$ cat src/sv/skt_pkg.sv
// shared types, codes and defaults for the sorted key table
// used by every module of the block but skt_ram; depends on nothing

package skt_pkg;

  localparam int CAPACITY_DEF = 16;
  localparam int KEY_W        = 32;
  localparam int VAL_W        = 32;
  localparam int MODE_W       = 2;
  localparam int STATUS_W     = 3;
  localparam int POS_W        = 5;

  // request kinds
  localparam logic [MODE_W-1:0] MODE_SET = 2'd0;
  localparam logic [MODE_W-1:0] MODE_GET = 2'd1;
  localparam logic [MODE_W-1:0] MODE_DEL = 2'd2;

  // result status codes
  localparam logic [STATUS_W-1:0] ST_INSERTED  = 3'd0;
  localparam logic [STATUS_W-1:0] ST_REPLACED  = 3'd1;
  localparam logic [STATUS_W-1:0] ST_FOUND     = 3'd2;
  localparam logic [STATUS_W-1:0] ST_NOT_FOUND = 3'd3;
  localparam logic [STATUS_W-1:0] ST_DELETED   = 3'd4;
  localparam logic [STATUS_W-1:0] ST_FULL      = 3'd5;

  typedef struct packed {
    logic [MODE_W-1:0] mode;
    logic [KEY_W-1:0]  key;
    logic [VAL_W-1:0]  value;
  } skt_req_t;

  typedef struct packed {
    logic [STATUS_W-1:0] status;
    logic [VAL_W-1:0]    found_value;
    logic [POS_W-1:0]    position;
    logic [POS_W-1:0]    entry_count;
  } skt_res_t;

  // datapath operations issued by the controller
  typedef enum logic [3:0] {
    OP_NONE,
    OP_LOAD,
    OP_PROBE,
    OP_JUDGE,
    OP_DECIDE,
    OP_UP,
    OP_FILL,
    OP_DN,
    OP_RESULT
  } skt_op_t;

  typedef struct packed {
    skt_op_t op;
  } skt_cmd_t;

  // datapath status seen by the controller
  typedef struct packed {
    logic              done;       // search finished
    logic              len_zero;   // live search range is empty
    logic              hit;        // search matched
    logic [MODE_W-1:0] mode;       // mode of the request in work
    logic              full;       // table holds capacity entries
    logic              pos_at_end; // insertion index equals count
    logic              dn_last;    // deleted entry is the last one
    logic              up_last;    // upward move reached the insertion index
    logic              dn_end;     // downward move reached the last entry
  } skt_stat_t;

endpackage

$ cat src/sv/skt_ram.sv
// generic simple dual port ram: one write port, one read port, registered read
// depends on nothing

module skt_ram #(
  parameter int WIDTH = 64,
  parameter int DEPTH = 16,
  localparam int AW   = (DEPTH > 1) ? $clog2(DEPTH) : 1
) (
  input  logic             clk,
  input  logic             we,
  input  logic [AW-1:0]    waddr,
  input  logic [WIDTH-1:0] wdata,
  input  logic             re,
  input  logic [AW-1:0]    raddr,
  output logic [WIDTH-1:0] rdata
);

  logic [WIDTH-1:0] mem [DEPTH];

  // write port and registered read port
  always_ff @(posedge clk) begin
    if (we) begin
      mem[waddr] <= wdata;
    end
    if (re) begin
      rdata <= mem[raddr];
    end
  end

endmodule

$ cat src/sv/skt_ctrl.sv
// controller state machine of the sorted key table
// depends on skt_pkg; drives the datapath through skt_cmd_t

module skt_ctrl (
  input  logic               clk,
  input  logic               rst,
  input  logic               start,
  output logic               busy,
  input  skt_pkg::skt_stat_t stat,
  output skt_pkg::skt_cmd_t  cmd
);

  typedef enum logic [2:0] {
    S_IDLE,
    S_SEARCH,
    S_JUDGE,
    S_DECIDE,
    S_UP,
    S_FILL,
    S_DN,
    S_RESULT
  } state_t;

  state_t state, state_next;

  // next state and datapath operation
  always_comb begin
    state_next = state;
    cmd.op     = skt_pkg::OP_NONE;
    case (state)
      S_IDLE: begin
        if (start) begin
          cmd.op     = skt_pkg::OP_LOAD;
          state_next = S_SEARCH;
        end
      end
      S_SEARCH: begin
        if (stat.done) begin
          state_next = S_DECIDE;
        end else begin
          cmd.op     = skt_pkg::OP_PROBE;
          state_next = stat.len_zero ? S_SEARCH : S_JUDGE;
        end
      end
      S_JUDGE: begin
        cmd.op     = skt_pkg::OP_JUDGE;
        state_next = S_SEARCH;
      end
      S_DECIDE: begin
        cmd.op     = skt_pkg::OP_DECIDE;
        state_next = S_RESULT;
        if (stat.mode == skt_pkg::MODE_SET && !stat.hit && !stat.full && !stat.pos_at_end) begin
          state_next = S_UP;
        end
        if (stat.mode == skt_pkg::MODE_DEL && stat.hit && !stat.dn_last) begin
          state_next = S_DN;
        end
      end
      S_UP: begin
        cmd.op = skt_pkg::OP_UP;
        if (stat.up_last) begin
          state_next = S_FILL;
        end
      end
      S_FILL: begin
        cmd.op     = skt_pkg::OP_FILL;
        state_next = S_RESULT;
      end
      S_DN: begin
        cmd.op = skt_pkg::OP_DN;
        if (stat.dn_end) begin
          state_next = S_RESULT;
        end
      end
      S_RESULT: begin
        cmd.op     = skt_pkg::OP_RESULT;
        state_next = S_IDLE;
      end
      default: begin
        state_next = S_IDLE;
      end
    endcase
  end

  // state register
  always_ff @(posedge clk) begin
    if (rst) begin
      state <= S_IDLE;
    end else begin
      state <= state_next;
    end
  end

  assign busy = (state != S_IDLE);

endmodule

$ cat src/sv/skt_dp.sv
// datapath of the sorted key table: request, search range, count, entry ram
// depends on skt_pkg and skt_ram; obeys skt_cmd_t from the controller

module skt_dp #(
  parameter int CAPACITY = skt_pkg::CAPACITY_DEF,
  localparam int CW      = $clog2(CAPACITY + 1),
  localparam int AW      = (CAPACITY > 1) ? $clog2(CAPACITY) : 1,
  localparam int EW      = skt_pkg::KEY_W + skt_pkg::VAL_W
) (
  input  logic               clk,
  input  logic               rst,
  input  skt_pkg::skt_req_t  request,
  input  logic               cfg_valid,
  input  logic               cfg_ready,
  input  logic               cfg_data,
  input  skt_pkg::skt_cmd_t  cmd,
  output skt_pkg::skt_stat_t stat,
  output logic               done,
  output skt_pkg::skt_res_t  result
);

  skt_pkg::skt_req_t         req;
  logic                      signed_keys;
  logic [CW-1:0]             count;
  logic [CW-1:0]             base;
  logic [CW-1:0]             len;
  logic [CW-1:0]             pos;
  logic [AW-1:0]             idx;
  logic                      hit;
  logic                      srch_done;
  logic [skt_pkg::VAL_W-1:0] fval;
  logic [skt_pkg::STATUS_W-1:0] res_status;

  logic          ram_we;
  logic [AW-1:0] ram_waddr;
  logic [EW-1:0] ram_wdata;
  logic          ram_re;
  logic [AW-1:0] ram_raddr;
  logic [EW-1:0] ram_rdata;

  logic [CW-1:0]             mid;
  logic [CW-1:0]             right;
  logic [skt_pkg::KEY_W-1:0] key_a;
  logic [skt_pkg::KEY_W-1:0] key_b;
  logic                      key_lt;
  logic                      key_gt;
  logic                      full;
  logic [CW:0]               pos_inc;
  logic [CW:0]               idx_inc;

  // probe split and ordered compare against the entry just read
  assign mid    = len >> 1;
  assign right  = len - mid - CW'(1);
  assign key_a  = req.key ^ {signed_keys, {(skt_pkg::KEY_W-1){1'b0}}};
  assign key_b  = ram_rdata[EW-1 -: skt_pkg::KEY_W] ^ {signed_keys, {(skt_pkg::KEY_W-1){1'b0}}};
  assign key_lt = key_a < key_b;
  assign key_gt = key_a > key_b;
  assign full   = (count == CW'(CAPACITY));
  assign pos_inc = {1'b0, pos} + (CW+1)'(1);
  assign idx_inc = (CW+1)'(idx) + (CW+1)'(1);

  // status toward the controller
  assign stat.done       = srch_done;
  assign stat.len_zero   = (len == '0);
  assign stat.hit        = hit;
  assign stat.mode       = req.mode;
  assign stat.full       = full;
  assign stat.pos_at_end = (pos == count);
  assign stat.dn_last    = (pos_inc >= {1'b0, count});
  assign stat.up_last    = (CW'(idx) == pos);
  assign stat.dn_end     = (idx_inc == {1'b0, count});

  // ram port control
  always_comb begin
    ram_we    = 1'b0;
    ram_waddr = AW'(pos);
    ram_wdata = {req.key, req.value};
    ram_re    = 1'b0;
    ram_raddr = AW'(base + mid);
    case (cmd.op)
      skt_pkg::OP_PROBE: begin
        ram_re = (len != '0);
      end
      skt_pkg::OP_DECIDE: begin
        if (req.mode == skt_pkg::MODE_SET && !full && (hit || pos == count)) begin
          ram_we = 1'b0 | hit | (pos == count);
        end
        if (req.mode == skt_pkg::MODE_SET && hit) begin
          ram_we = 1'b1;
        end
        if (req.mode == skt_pkg::MODE_SET && !hit && !full && pos != count) begin
          ram_re    = 1'b1;
          ram_raddr = AW'(count - CW'(1));
        end
        if (req.mode == skt_pkg::MODE_DEL && hit && !stat.dn_last) begin
          ram_re    = 1'b1;
          ram_raddr = AW'(pos_inc);
        end
      end
      skt_pkg::OP_UP: begin
        ram_we    = 1'b1;
        ram_waddr = AW'(idx_inc);
        ram_wdata = ram_rdata;
        ram_re    = (CW'(idx) != pos);
        ram_raddr = idx - AW'(1);
      end
      skt_pkg::OP_FILL: begin
        ram_we = 1'b1;
      end
      skt_pkg::OP_DN: begin
        ram_we    = 1'b1;
        ram_waddr = idx - AW'(1);
        ram_wdata = ram_rdata;
        ram_re    = !stat.dn_end;
        ram_raddr = AW'(idx_inc);
      end
      default: begin
      end
    endcase
  end

  // configuration register
  always_ff @(posedge clk) begin
    if (rst) begin
      signed_keys <= 1'b0;
    end else if (cfg_valid && cfg_ready) begin
      signed_keys <= cfg_data;
    end
  end

  // entry count and result strobe
  always_ff @(posedge clk) begin
    if (rst) begin
      count <= '0;
      done  <= 1'b0;
    end else begin
      done <= (cmd.op == skt_pkg::OP_RESULT);
      case (cmd.op)
        skt_pkg::OP_DECIDE: begin
          if (req.mode == skt_pkg::MODE_SET && !hit && !full && pos == count) begin
            count <= count + CW'(1);
          end
          if (req.mode == skt_pkg::MODE_DEL && hit && stat.dn_last) begin
            count <= count - CW'(1);
          end
        end
        skt_pkg::OP_FILL: begin
          count <= count + CW'(1);
        end
        skt_pkg::OP_DN: begin
          if (stat.dn_end) begin
            count <= count - CW'(1);
          end
        end
        default: begin
        end
      endcase
    end
  end

  // request, search range and result payload
  always_ff @(posedge clk) begin
    case (cmd.op)
      skt_pkg::OP_LOAD: begin
        req       <= request;
        base      <= '0;
        len       <= (request.mode == skt_pkg::MODE_SET || request.mode == skt_pkg::MODE_GET ||
                      request.mode == skt_pkg::MODE_DEL) ? count : '0;
        srch_done <= !(request.mode == skt_pkg::MODE_SET || request.mode == skt_pkg::MODE_GET ||
                       request.mode == skt_pkg::MODE_DEL);
        pos       <= '0;
        hit       <= 1'b0;
        fval      <= '0;
      end
      skt_pkg::OP_PROBE: begin
        if (len == '0) begin
          pos       <= base;
          srch_done <= 1'b1;
        end
      end
      skt_pkg::OP_JUDGE: begin
        if (key_lt) begin
          if (mid == '0) begin
            pos       <= base;
            srch_done <= 1'b1;
          end else begin
            len <= mid;
          end
        end else if (key_gt) begin
          if (right == '0) begin
            pos       <= base + len;
            srch_done <= 1'b1;
          end else begin
            base <= base + mid + CW'(1);
            len  <= right;
          end
        end else begin
          pos       <= base + mid;
          hit       <= 1'b1;
          srch_done <= 1'b1;
          fval      <= ram_rdata[skt_pkg::VAL_W-1:0];
        end
      end
      skt_pkg::OP_DECIDE: begin
        res_status <= skt_pkg::ST_NOT_FOUND;
        case (req.mode)
          skt_pkg::MODE_SET: begin
            if (hit) begin
              res_status <= skt_pkg::ST_REPLACED;
            end else if (full) begin
              res_status <= skt_pkg::ST_FULL;
            end else begin
              res_status <= skt_pkg::ST_INSERTED;
            end
            idx <= AW'(count - CW'(1));
          end
          skt_pkg::MODE_GET: begin
            if (hit) begin
              res_status <= skt_pkg::ST_FOUND;
            end
          end
          skt_pkg::MODE_DEL: begin
            if (hit) begin
              res_status <= skt_pkg::ST_DELETED;
            end
            idx <= AW'(pos_inc);
          end
          default: begin
          end
        endcase
      end
      skt_pkg::OP_UP: begin
        if (CW'(idx) != pos) begin
          idx <= idx - AW'(1);
        end
      end
      skt_pkg::OP_DN: begin
        if (!stat.dn_end) begin
          idx <= AW'(idx_inc);
        end
      end
      skt_pkg::OP_RESULT: begin
        result.status      <= res_status;
        result.found_value <= (res_status == skt_pkg::ST_FOUND) ? fval : '0;
        result.position    <= skt_pkg::POS_W'(pos);
        result.entry_count <= skt_pkg::POS_W'(count);
      end
      default: begin
      end
    endcase
  end

  // key and value entries, one ram word each
  skt_ram #(
    .WIDTH (EW),
    .DEPTH (CAPACITY)
  ) u_ram (
    .clk   (clk),
    .we    (ram_we),
    .waddr (ram_waddr),
    .wdata (ram_wdata),
    .re    (ram_re),
    .raddr (ram_raddr),
    .rdata (ram_rdata)
  );

endmodule

$ cat src/sv/sorted_key_table_top.sv
// sorted key table: ascending key/value entries in one ram, binary search lookup
// each request runs a binary search of at most clog2(CAPACITY)+1 ram probes; set and delete then
// move the later entries one per cycle to open a gap at the insertion index or close the deleted one
// one request at a time: busy drops as done rises, the next start is taken at the done beat
// results cannot be stalled; synchronous reset empties the table and selects unsigned keys
module sorted_key_table_top #(
  parameter int CAPACITY = skt_pkg::CAPACITY_DEF
) (
  input  logic              clk,
  input  logic              rst,
  input  logic              start,
  output logic              busy,
  input  skt_pkg::skt_req_t request,
  output logic              done,
  output skt_pkg::skt_res_t result,
  input  logic              cfg_valid,
  output logic              cfg_ready,
  input  logic              cfg_data
);

  skt_pkg::skt_cmd_t  cmd;
  skt_pkg::skt_stat_t stat;

  // configuration writes are always taken
  assign cfg_ready = 1'b1;

  // controller
  skt_ctrl u_ctrl (
    .clk   (clk),
    .rst   (rst),
    .start (start),
    .busy  (busy),
    .stat  (stat),
    .cmd   (cmd)
  );

  // datapath
  skt_dp #(
    .CAPACITY (CAPACITY)
  ) u_dp (
    .clk       (clk),
    .rst       (rst),
    .request   (request),
    .cfg_valid (cfg_valid),
    .cfg_ready (cfg_ready),
    .cfg_data  (cfg_data),
    .cmd       (cmd),
    .stat      (stat),
    .done      (done),
    .result    (result)
  );

endmodule
$ cat config.mk
export PLATFORM = sky130hd
export DESIGN_NAME = sorted_key_table_top
export DESIGN_NICKNAME = d
export VERILOG_FILES = /design/src/sv/skt_pkg.sv /design/src/sv/skt_ram.sv /design/src/sv/skt_ctrl.sv /design/src/sv/skt_dp.sv /design/src/sv/sorted_key_table_top.sv
export SDC_FILE = /design/constraint.sdc
export NUM_CORES = 2
export LEC_CHECK = 0
export BUFFER_PORTS_ARGS = -buffer_cell sky130_fd_sc_hd__buf_2
export CAP_MARGIN = 5
export CORE_UTILIZATION = 50
export DETAILED_ROUTE_END_ITERATION = 10
export HOLD_SLACK_MARGIN = 0.06
export PLACE_DENSITY = 0.71
export SETUP_SLACK_MARGIN = 0.15
export SLEW_MARGIN = 20
export SYNTH_ARGS = -nofsm -noshare
export SYNTH_HDL_FRONTEND = slang
export SYNTH_SLANG_ARGS = --single-unit
$ cat constraint.sdc
create_clock -name clk -period 8.73 [get_ports clk]
set_clock_uncertainty 0.15 [all_clocks]
set_input_delay 2.619 -clock clk [delete_from_list [all_inputs] [get_ports clk]]
set_output_delay 2.619 -clock clk [all_outputs]
set_load 0.005 [all_outputs]
==> metrics.md <==
| Metric | Value |
|---|---|
| Hold crit path type | `reg2reg` |
| LEAKAGE | `a little over 0.02 uW` |
| Initial antenna violation count | `8` |
| Seq pwr share | `a little over 40%` |
| Post-route ant nets | `0` |
| Clk sinks | `approximately 1300` |
| Internal power | `~12000 uW` |
| Filler cells | `just under 8000` |
| Synth top cells by count | `edfxtp_1 (1255), nand2_1 (952), nand3_1 (274)` |
| Clock power share | `roughly 28%` |
| CTS clk-pin slew, worst paths | `~0.06 ns` |
| Remaining DRCs | `0` |
| Hold Vio Cnt, Final | `0` |
| Initial DRT Pass Iterations | `6` |
| Count of final setup violators | `0` |
| RSZ-0062 raised after global routing | `false` |
| PwrDens | `roughly 320 nW/um^2` |
| Die area | `between 100000 and 150000 um^2` |
| Syn Nets | `3909` |
| Top Ports | `around 120` |
| GR Overflow Total | `0` |
| CP Capture Type | `register` |
| Vias in the first global route | `roughly 30000` |
| Max Freq | `roughly 190 MHz` |
| Psw | `roughly 6300 uW` |
| Mapped Cells | `~3800` |
| Routed WL per cell | `about 24 um` |
| Comb pwr share | `roughly a third` |
| Synth Area per Inst | `approximately 14 um^2` |
| Worst-Margin Slew | `roughly 1.2 ns` |
| Synth top area share | `slightly above 70%` |
| WL final | `around 130000 um` |
| Tcrit/Tclk final | `about three fifths` |
| Post-synthesis register bit count | `between 1000 and 1500` |
| Cts repair resizes | `0` |
| Post-synth top area cell | `edfxtp_1` |
| Critical path required time | `between 9 and 10 ns` |
| Share of cells above drive strength 1 | `11.8%` |
| Setup tns final | `0 ns` |
| Largest net degree at the start of global routing | `approximately 140` |
| PortBufs | `around 120` |
| CTS tree | `yes` |
| Row cnt | `~120` |
| Starting DRC count in detailed routing | `3772` |
| Slew headroom | `between 20% and 30%` |
| CP startpoint kind | `register` |
| Beginning of the worst hold path | `u_dp.res_status[1]$_DFFE_PP_` |
| WP data arrival | `5.77 ns` |
| Top FF cell, synth | `edfxtp_1` |
| Synth warnings | `0` |
| Status | `completed` |
| TritonCTS Buffers | `approximately 120` |
| Sequential area share after synthesis | `between 70% and 80%` |
| Reg2reg start | `u_ctrl.state[2]$_SDFFE_PP0P_` |
| Max-slew violations | `0` |
| Longest Clk Path Bufs | `3` |
| Starting density of the core | `between 50% and 60%` |
| Die width | `324 um` |
| Via/cell ratio | `5.86` |
| EDFF count, synth | `roughly 1300` |
| Period minus WS final | `about 5.4 ns` |
| Crit path from | `u_ctrl.state[2]$_SDFFE_PP0P_` |
| Mapped Area | `51800 um^2` |
| Clk Latency, worst-skew pair | `0.72 ns` |
| Die height | `about 320 um` |
| Multi-input logic area | `12900 um^2` |
| Largest cells by area after synthesis | `edfxtp_1 (73%), nand2_1 (6.9%), mux2i_1 (3.9%), nand3_1 (2.6%), a21oi_1 (1.6%)` |
| Gr usage total | `about a quarter` |
| CTS HTree Levels | `3` |
| Async set or reset register ratio after synthesis | `0%` |
| FF/Latch Area | `37900 um^2` |
| Final nets | `4016` |
| CTS Hold Bufs | `0` |
| CORE AREA | `approximately 100000 um^2` |
| Crit Path Max Fanout | `between 100 and 150` |
| Setup Buffers After CTS | `0` |
| Antenna cells | `0` |
| Cell variety after synth | `67` |
| First-pass GRT wire length | `189000 um` |
| VDD IR max | `0.000246 V` |
| Pwr Total | `18400 uW` |
| Root buffer cell | `clkbuf_16` |
| RD Place Congestion | `between 0.8 and 0.9` |
| DP HPWL | `around 65000 um` |
| Sw frac | `between 30 and 40%` |
| Most frequent cell after synthesis | `edfxtp_1` |
| Max-cap violations | `0` |
| Layout area overhead | `11.6%` |
| DR vias | `between 30000 and 40000` |
| WS Path Type | `reg2reg` |
metrics by stage:
stage                     hold WS (ns)  std cells  worst slack, ns  util, %  instance area [um^2]
after CTS                        0.340       5347             3.36     56.5                 57800
final                            0.324       5348             3.33     56.6                 57800
after global placement           0.315       5126             3.61     52.8                 54000
after floorplan                  0.253       3776             3.09        -                 51800
after detailed placement         0.322       5127             3.43     52.8                 54000
after global routing             0.348       5348             3.07     56.6                 57800
placed cells by master, fill, tap and decap left out, drive strengths merged, types with 10 or more instances in the layout:
cell / n
a211oi: 66
a21o: 11
a21oi: 164
and2: 35
and3: 36
buf: 203
clkbuf: 165
clkinv: 41
dfxtp: 10
edfxtp: 1255
ha: 59
inv: 57
mux2i: 203
nand2: 952
nand3: 274
nand4: 10
nor2: 115
nor4: 65
o21ai: 65
o22ai: 64
xnor2: 28
xor2: 10
final cells by class:
cell class / instances / area share (%)
multi-input cells: 2239 / 22.3
inverters: 53 / 0.346
well taps: 1368 / 2.96
clock inverters: 55 / 0.907
clock buffers: 165 / 5.65
repair buffers: 203 / 2.25
flip-flops and latches: 1265 / 65.6
critical path: stages, from the launching register on:
cell,delay [ns]
dfxtp_1,0.61
inv_2,0.21
nor2_4,0.74
nor2_1,0.27
a21boi_4,0.86
o211a_4,0.61
buf_12,0.45
buf_16,0.43
nand2_1,0.12
nand2_1,0.09
o22ai_1,0.09
nor4_2,0.31
state kept, by name (all words and copies together), names as in the netlist, 32 cells and up:
| signal | count |
|---|---|
| u_dp.fval | 32 |
| u_dp.u_ram.rdata | 64 |
| u_dp.req | 64 |
| u_dp.result | 45 |
| u_dp.u_ram.mem | 1024 |
per-layer routing:
| layer | up-vias | routed length, um | track usage [%] |
|---|---|---|---|
| met1 | 15500 | 50500 | 33.4 |
| met3 | 235 | 11700 | 3.83 |
| met5 | - | 25 | 0 |
| met4 | 4 | 3050 | 6.72 |
| met2 | 1528 | 62000 | 40.5 |
| li1 | 14100 | - | - |
power by group through the flow:
stage	logic (uW)	clock network [uW]	registers (uW)
2_1_floorplan	4150	0	7530
6_report	5770	5060	7530
3_3_place_gp	5590	0	7640
5_1_grt	6250	5340	7550
3_5_place_dp	5710	0	7650
4_1_cts	5730	5110	7520
kinds of logic after synthesis:
logic type / synth area share [%]
simple gates: 13.5
flops: 73.2
compound gates: 4.78
buf+inv: 2.45
mux: 3.95
fa+ha+maj: 1.54
xor+xnor: 0.643
other cells: 0.00724
final timing paths:
| kind | endpoint | slack, ns | cells past startpoint |
|---|---|---|---|
| setup / recovery | u_dp.u_ram.rdata[42]$_DFFE_PP_ | 3.33 | 11 |
| hold / removal | u_dp.result[43]$_DFFE_PP_ | 0.32 | 0 |
| setup reg to reg | u_dp.u_ram.rdata[42]$_DFFE_PP_ | 3.33 | 11 |
| hold reg to reg | u_dp.result[43]$_DFFE_PP_ | 0.32 | 0 |
Power figures use the tool's default switching activity.
